$ cat src/sv/nsf_bank_switch_mapper_defines.svh
// ---------------------------------------------------------------------------
// NSF bank switch mapper assertion macros
// Shared concurrent assertion wrappers, removable with NO_ASSERTIONS.
// ---------------------------------------------------------------------------
`ifndef NSF_BANK_SWITCH_MAPPER_DEFINES_SVH
`define NSF_BANK_SWITCH_MAPPER_DEFINES_SVH

`ifndef NO_ASSERTIONS
// same-cycle implication
`define NSBM_ASSERT_NOW(label, clk, rst, ante, cons) \
  label: assert property (@(posedge clk) disable iff (rst) (ante) |-> (cons)) \
    else $error("nsbm assertion failed");
// next-cycle implication
`define NSBM_ASSERT_NEXT(label, clk, rst, ante, cons) \
  label: assert property (@(posedge clk) disable iff (rst) (ante) |=> (cons)) \
    else $error("nsbm assertion failed");
`else
`define NSBM_ASSERT_NOW(label, clk, rst, ante, cons)
`define NSBM_ASSERT_NEXT(label, clk, rst, ante, cons)
`endif

`endif

$ cat src/sv/nsbm_pkg.sv
// ---------------------------------------------------------------------------
// NSF bank switch mapper package
// Address map constants, codes and shared types.
// ---------------------------------------------------------------------------
package nsbm_pkg;

  // work RAM size in bytes; power of two, 1024 to 8192
  localparam int RamBytes = 8192;
  localparam int RamAw    = $clog2(RamBytes);
  localparam int NumBanks = 8;
  localparam int BankAw   = $clog2(NumBanks);

  localparam logic [15:0] BankLo  = 16'h5000;
  localparam logic [15:0] BankHi  = 16'h5FFF;
  localparam logic [15:0] RamLo   = 16'h6000;
  localparam logic [15:0] RomLo   = 16'h8000;
  localparam logic [15:0] VecLo   = 16'hFFFA;
  localparam logic [15:0] RomBaseRst = 16'hFFFF;

  localparam logic Cmd_Read  = 1'b0;
  localparam logic Cmd_Write = 1'b1;

  localparam logic [1:0] StOk      = 2'd0;
  localparam logic [1:0] StNotCart = 2'd1;
  localparam logic [1:0] StRomWr   = 2'd2;

  localparam logic [1:0] RegNone = 2'd0;
  localparam logic [1:0] RegBank = 2'd1;
  localparam logic [1:0] RegRam  = 2'd2;
  localparam logic [1:0] RegRom  = 2'd3;

  typedef logic [NumBanks-1:0][7:0] bank_file_t;

  typedef struct packed {
    logic [1:0]       region;
    logic [BankAw-1:0] bank_idx;
    logic [RamAw-1:0] ram_idx;
    logic [7:0]       rdata;
    logic [1:0]       status;
    logic             rom_fetch;
    logic [20:0]      mapped_addr;
  } dec_t;

endpackage

$ cat src/sv/nsbm_decode.sv
// ---------------------------------------------------------------------------
// NSF bank switch mapper decode
// Region decode, bank register read and ROM address translation.
// ---------------------------------------------------------------------------
module nsbm_decode (
  input  logic                cmd,
  input  logic [15:0]         address,
  input  nsbm_pkg::bank_file_t banks,
  input  logic                banking_on,
  input  logic [15:0]         rom_base,
  output nsbm_pkg::dec_t      dec
);

  logic [1:0]                 region;
  logic [nsbm_pkg::BankAw-1:0] bidx;
  logic [7:0]                 bval;
  logic [15:0]                roff;
  logic [20:0]                sum;

  always_comb begin
    if (address < nsbm_pkg::BankLo) begin
      region = nsbm_pkg::RegNone;
    end else if (address <= nsbm_pkg::BankHi) begin
      region = nsbm_pkg::RegBank;
    end else if (address < nsbm_pkg::RomLo) begin
      region = nsbm_pkg::RegRam;
    end else begin
      region = nsbm_pkg::RegRom;
    end
  end

  // one read port on the bank file
  assign bidx = (region == nsbm_pkg::RegBank) ? address[nsbm_pkg::BankAw-1:0]
                                              : address[12 +: nsbm_pkg::BankAw];
  assign bval = banks[bidx];
  assign roff = address - nsbm_pkg::RamLo;
  assign sum  = 21'(rom_base) + {1'b0, bval, address[11:0]};

  always_comb begin
    dec.region      = region;
    dec.bank_idx    = bidx;
    dec.ram_idx     = roff[nsbm_pkg::RamAw-1:0];
    dec.rdata       = 8'd0;
    dec.status      = nsbm_pkg::StOk;
    dec.rom_fetch   = 1'b0;
    dec.mapped_addr = 21'd0;
    case (region)
      nsbm_pkg::RegNone: begin
        dec.status = nsbm_pkg::StNotCart;
      end
      nsbm_pkg::RegBank: begin
        if (cmd == nsbm_pkg::Cmd_Read) begin
          dec.rdata = bval;
        end
      end
      nsbm_pkg::RegRam: begin
      end
      nsbm_pkg::RegRom: begin
        if (cmd == nsbm_pkg::Cmd_Write) begin
          dec.status = nsbm_pkg::StRomWr;
        end else begin
          dec.rom_fetch = 1'b1;
          if (banking_on && address < nsbm_pkg::VecLo) begin
            dec.mapped_addr = sum;
          end else begin
            dec.mapped_addr = 21'(address);
          end
        end
      end
      default: begin
      end
    endcase
  end

endmodule

$ cat config.mk
export PLATFORM = sky130hd
export DESIGN_NAME = nsbm_decode
export DESIGN_NICKNAME = d
export VERILOG_FILES = /design/src/sv/nsf_bank_switch_mapper_defines.svh /design/src/sv/nsbm_pkg.sv /design/src/sv/nsbm_decode.sv
export SDC_FILE = /design/constraint.sdc
export NUM_CORES = 1
export LEC_CHECK = 0
export ABC_AREA = 1
export BUFFER_PORTS_ARGS = -buffer_cell sky130_fd_sc_hd__clkbuf_2
export CAP_MARGIN = 20
export CORE_ASPECT_RATIO = 1.25
export CORE_MARGIN = 2
export CORE_UTILIZATION = 44
export DETAILED_ROUTE_END_ITERATION = 7
export PLACE_DENSITY = 0.9
export REMOVE_ABC_BUFFERS = 1
export SLEW_MARGIN = 15
export SYNTH_ARGS = -nofsm -noshare
export SYNTH_HDL_FRONTEND = slang
export SYNTH_SLANG_ARGS = --single-unit
export TNS_END_PERCENT = 10
$ cat constraint.sdc
create_clock -name vclk -period 2.5
set_clock_uncertainty 0.15 [all_clocks]
set_input_delay 0 -clock vclk [all_inputs]
set_output_delay 0 -clock vclk [all_outputs]
set_load 0.01 [all_outputs]
==> reports/qor.tcl, run 1 <==
set qor(pwr-share-comb) 1.000
set qor(setup.worst_path.start_class) {input pin}
set qor(p_int_mw) 0.335
set qor(synth_common_cells) {sky130_fd_sc_hd__nand2_1, sky130_fd_sc_hd__inv_1, sky130_fd_sc_hd__a21oi_1, sky130_fd_sc_hd__nand3_1, sky130_fd_sc_hd__nor2_1}
set qor(worstHoldPathCells) 2
set qor(finalHoldViolCount) 0
set qor(antenna_found_initial) 0
set qor(largest_driver_fanout_on_the_critical_path) 4
set qor(yosys.cell_types.count) 35
set qor(layout_min_cycle_time_ps) 2650
set qor(seq_power_share) 0
set qor(clockBufferCount) 0
set qor(fp.dieArea_um2) 5520
set qor(outcome) {complete, but fails checks}
set qor(report.final.setup_viol) 7
set qor(placed_cell_area_um2) 3000
set qor(die_h_um) 82.6
set qor(worst_slew_margin_rel) 0.667
set qor(maxClockFrequency_mhz) 377
set qor(worst_path_max_delay_cell) {sky130_fd_sc_hd__ha_4}
set qor(seq_cells) 0
set qor(dp_hpwl_mm) 6.10
set qor(postSynthCellCount) 395
set qor(detail_route.iter0.violations) 198
set qor(pin_count) 148
set qor(core_um2) 4760
set qor(yosys.area.top_type_share) 0.178
set qor(count_of_vias_placed_by_the_detailed_router) 3299
set qor(area.growth.synth_to_final_pct) 50.7
set qor(grt.total_usage) 0.261
set qor(vias_in_the_first_global_route) 2915
set qor(placer_s_final_routability_congestion_estimate) 0.932
set qor(seq_area_um2) 0
set qor(detail_route.wl_per_cell_um) 13.6
set qor(floorplan.die.width_um) 66.9
set qor(worst_slack_ps) -153
set qor(synthMostInstantiatedCell) {sky130_fd_sc_hd__nand2_1}
set qor(dominant_cell_type_by_area_after_synthesis) {sky130_fd_sc_hd__nand2_1}
set qor(worst-slew-pin-transition_ps) 499
set qor(final_util) 0.688
set qor(worst-setup-path-type) {input pin to output port}
set qor(final.hold.worst_slack_ps) 80.2
set qor(remaining_drc_errors) 0
set qor(pin_count_of_the_biggest_net_entering_global_routing) 19
set qor(critical-path-max-stage-delay_ps) 300
set qor(n_fill_cell) 394
set qor(drt-pass1-iter-count) 4
set qor(worst_ir_drop_vdd_mv) 0.113
set qor(failed_checks) {negative setup slack}
set qor(num_antenna_cells) 0
set qor(timing.critical_path.to_type) {output port}
set qor(routed_wl_mm) 8.32
set qor(leakagePower_nw) 1.90
set qor(share_clk_of_total_power) 0
set qor(count_of_input_and_output_buffers) 148
set qor(final_cell_area_um2) 3280
set qor(floorplan.rows) 28
set qor(switch_share) 0.557
set qor(postRouteAntennaNets) 0
set qor(hold_class) {input pin to output port}
set qor(post_cts_hold_buffers) 0
set qor(grt_overflow) 0
set qor(critical_path_arrival_ps) 2500
set qor(pwr_density_cell_nw_per_um2) 231
set qor(crit_required_ps) 2350
set qor(seq_area_frac_synth) 0
set qor(ys_warns) 0
set qor(crit_path_cell_trace) {buf_6 > nor2_4 > nand3_2 > nand2_4 > inv_4 > a21oi_2 > a22o_1 > inv_1 > o21ai_2 > inv_2 > ha_4 > nand2_2 > o21ai_1 > a21oi_1 > nand2_2 > nand3_2 > nand2_2 > nand2_1 > nand2_1 > nand2_1 > inv_1 > clkbuf_2}
set qor(switchingPower_mw) 0.421
set qor(floorplan.initialDensity) 0.456
set qor(synth.cell_area_um2) 2170
set qor(cap_violations) 0
set qor(report.final.slew_viol_count) 0
set qor(synthesis.area_per_instance_um2) 5.51
set qor(fin_nets) 671
set qor(fin_crit_sh) 1.06
set qor(grt_first_pass_wirelength_mm) 11.7
set qor(synth.top_cells.by_area) {sky130_fd_sc_hd__nand2_1, sky130_fd_sc_hd__ha_1, sky130_fd_sc_hd__inv_1}
set qor(vias_per_cell) 5.37
set qor(final_layout_size_suffix_gt1_frac) 0.444
set qor(rsz_0062_raised_after_global_routing) {yes}
## kinds of logic after synthesis
logic type,Yosys count,synth area share
XOR/XNOR,9,0.0363
AND/OR/NAND/NOR,200,0.433
adder cells (fa/ha/maj),17,0.101
AO/OA/AOI/OAI,86,0.234
buffers and inverters,83,0.196
## through the flow
step	total power, mW	setup slack [ps]	TNS, ps	cells
after floorplan	0.386	55.9	0	368
after CTS	0.703	-22.8	-37.6	609
after global routing	0.830	-321	-2030	614
final	0.756	-153	-550	614
after global placement	0.638	-54.1	-105	603
after detailed placement	0.653	-200	-821	603
## power by group through the flow
stage / logic, mW / registers (mW) / clock network (mW)
finish: 0.756 / 0 / 0
global placement: 0.638 / 0 / 0
CTS: 0.703 / 0 / 0
detailed placement: 0.653 / 0 / 0
global route: 0.830 / 0 / 0
floorplan: 0.386 / 0 / 0
## final timing paths
kind                  slack [ps]       to         from
worst max-delay path        -150  dec[19]  address[15]
worst min-delay path          80  dec[38]   address[6]
## worst max-delay path: cells and delay by family
family / cells / cell delay (ps)
AOI/OAI and AO/OA: 5 / 670
adders and majority gates: 1 / 300
buffers and inverters: 6 / 460
and+or+nand+nor: 10 / 1080
## what timing repair did
item,in CTS,in global routing
gates cloned,2,0
setup endpoints to repair,8,8
buffers inserted,4,5
gates resized for setup,23,23
pin swaps,21,20
## cell type report
type                       count  area [um^2]  area share
multi-input combinational    314         1920       0.587
timing repair buffer         184         1060       0.323
inverter                      56          218      0.0664
tap                           60         75.1      0.0229
## per-layer routing
layer	vias up	part of all wire	global-route usage
met1	1466	0.35	0.252
met5	-	0	0
met2	179	0.52	0.542
met4	0	0.045	0.100
li1	1611	-	-
met3	43	0.085	0.0379
## cell usage in the layout, fill, tap and decap left out, drive strengths merged
master	n
a211oi	2
clkbuf	143
or2	3
o21ai	31
fa	1
nor3b	1
nand4	2
inv	56
nor3	3
a32o	4
nor2	33
o211ai	5
a22o	4
ha	16
nor4	2
buf	41
a21oi	36
nand3	40
a31oi	2
xnor2	3
xor2	6
o21bai	2
nand2	118
Power figures use the tool's default switching activity.
==> run 2: changes to the inputs <==
Settings changed: CORE_ASPECT_RATIO 1.25 to 0.75.
==> reports/qor.tcl, run 2 (same netlist as run 1, synthesis figures left out) <==
set qor(timing.critical_path.to_type) {output port}
set qor(placer_s_final_routability_congestion_estimate) 0.937
set qor(core_um2) 4820
set qor(pin_count) 148
set qor(hold_class) {input pin to output port}
set qor(report.final.setup_viol) 8
set qor(critical_path_arrival_ps) 2560
set qor(postRouteAntennaNets) 0
set qor(fin_crit_sh) 1.08
set qor(worst_ir_drop_vdd_mv) 0.129
set qor(area.growth.synth_to_final_pct) 47.9
set qor(grt_overflow) 0
set qor(count_of_input_and_output_buffers) 148
set qor(count_of_vias_placed_by_the_detailed_router) 3444
set qor(grt_first_pass_wirelength_mm) 12.5
set qor(worst-slew-pin-transition_ps) 490
set qor(antenna_found_initial) 0
set qor(maxClockFrequency_mhz) 369
set qor(final_cell_area_um2) 3220
set qor(worst_slack_ps) -208
set qor(pwr_density_cell_nw_per_um2) 240
set qor(layout.cells.most_common) {sky130_fd_sc_hd__clkbuf_2}
set qor(remaining_drc_errors) 1
set qor(pin_count_of_the_biggest_net_entering_global_routing) 21
set qor(grt.total_usage) 0.266
set qor(critical-path-max-stage-delay_ps) 230
set qor(vias_per_cell) 5.66
set qor(largest_driver_fanout_on_the_critical_path) 5
set qor(post_cts_hold_buffers) 0
set qor(routed_wl_mm) 8.91
set qor(crit_path_cell_trace) {clkbuf_2 > nor2_4 > buf_4 > buf_6 > nand3_4 > nand2_4 > nand2_1 > a32o_1 > nand2_1 > o21ai_2 > inv_2 > ha_4 > a21oi_2 > o21ai_0 > a21oi_1 > nand2_1 > xnor2_1 > nand2_1 > nand2_1 > inv_1 > clkbuf_2}
set qor(final_util) 0.668
set qor(crit_required_ps) 2350
set qor(seq_area_um2) 0
set qor(seq_cells) 0
set qor(worst_slew_margin_rel) 0.673
set qor(fp.dieArea_um2) 5530
set qor(dp_hpwl_mm) 6.33
set qor(floorplan.rows) 22
set qor(cp_common_cell) {sky130_fd_sc_hd__nand2_1}
set qor(die_h_um) 64.9
set qor(detail_route.wl_per_cell_um) 14.6
set qor(final_layout_size_suffix_gt1_frac) 0.443
set qor(setup.worst_path.start_class) {input pin}
set qor(cap_violations) 0
set qor(fin_nets) 665
set qor(outcome) {complete, but fails checks}
set qor(layout_min_cycle_time_ps) 2710
set qor(placed_cell_area_um2) 2960
set qor(vias_in_the_first_global_route) 2833
set qor(mostFrequentLayoutCells) {sky130_fd_sc_hd__clkbuf_2, sky130_fd_sc_hd__nand2_1, sky130_fd_sc_hd__inv_1, sky130_fd_sc_hd__nand3_1, sky130_fd_sc_hd__a21oi_1}
set qor(clockBufferCount) 0
set qor(detail_route.iter0.violations) 476
set qor(rsz_0062_raised_after_global_routing) {yes}
set qor(worst_path_max_delay_cell) {sky130_fd_sc_hd__ha_4}
set qor(floorplan.initialDensity) 0.451
set qor(finalHoldViolCount) 0
set qor(failed_checks) {design-rule violations, negative setup slack}
set qor(worst-setup-path-type) {input pin to output port}
set qor(num_antenna_cells) 0
set qor(leakagePower_nw) 1.86
set qor(report.final.slew_viol_count) 0
set qor(floorplan.die.width_um) 85.2
set qor(drt-pass1-iter-count) 8
run 2: cell types whose count changed in the layout (fill, tap and decap cells not counted), sizes merged:
cell    delta
clkbuf     +2
buf       -10
nand2      +2
run 2: power by group:
group          internal [mW]  leakage (nW)  switching (mW)
combinational          0.326          1.86           0.445
clock                      0             0               0
sequential                 0             0               0
run 2: worst paths after layout:
kind | start | to | cells past startpoint
min | address[6] | dec[38] | 2
max | address[15] | dec[13] | 21
run 2: worst max-delay path, delay by kind of cell:
family,cells,cell delay (ps)
simple gates,8,800
xor+xnor,1,150
compound gates,5,800
fa+ha+maj,1,230
buf+inv,6,590
run 2: area by class of cell:
| type | instances | area (um^2) |
|---|---|---|
| multi-input cells | 316 | 1960 |
| fillers | 402 | 1600 |
| repair buffers | 176 | 967 |
| inverters | 56 | 215 |
| well taps | 60 | 75.1 |
run 2: timing repair:
action | 4_1_cts | 5_1_grt
endpoints found under the setup margin | 8 | 8
buffers inserted | 0 | 4
gates resized for setup | 19 | 24
pin swaps | 6 | 17
cloned | 2 | 2
run 2: metrics by stage:
stage	cells	setup WS (ps)	TNS (ps)	power, mW	hold slack (ps)
final	608	-208	-703	0.771	82.0
after global routing	608	-314	-1910	0.836	93.3
after CTS	602	-18.9	-35.3	0.690	84.5
after detailed placement	600	-112	-619	0.648	84.0
after global placement	600	-15.7	-24.8	0.629	78.3
after floorplan	368	55.9	0	0.386	-150
run 2: per-layer routing:
| layer | track usage | up-vias | wire length [um] | share of wire |
|---|---|---|---|---|
| li1 | - | 1606 | - | - |
| met1 | 0.357 | 1480 | 3340 | 0.37 |
| met2 | 0.454 | 285 | 3930 | 0.44 |
| met3 | 0.0318 | 73 | 1100 | 0.12 |
| met4 | 0.0655 | 0 | 543 | 0.061 |
| met5 | 0 | - | 0 | 0 |
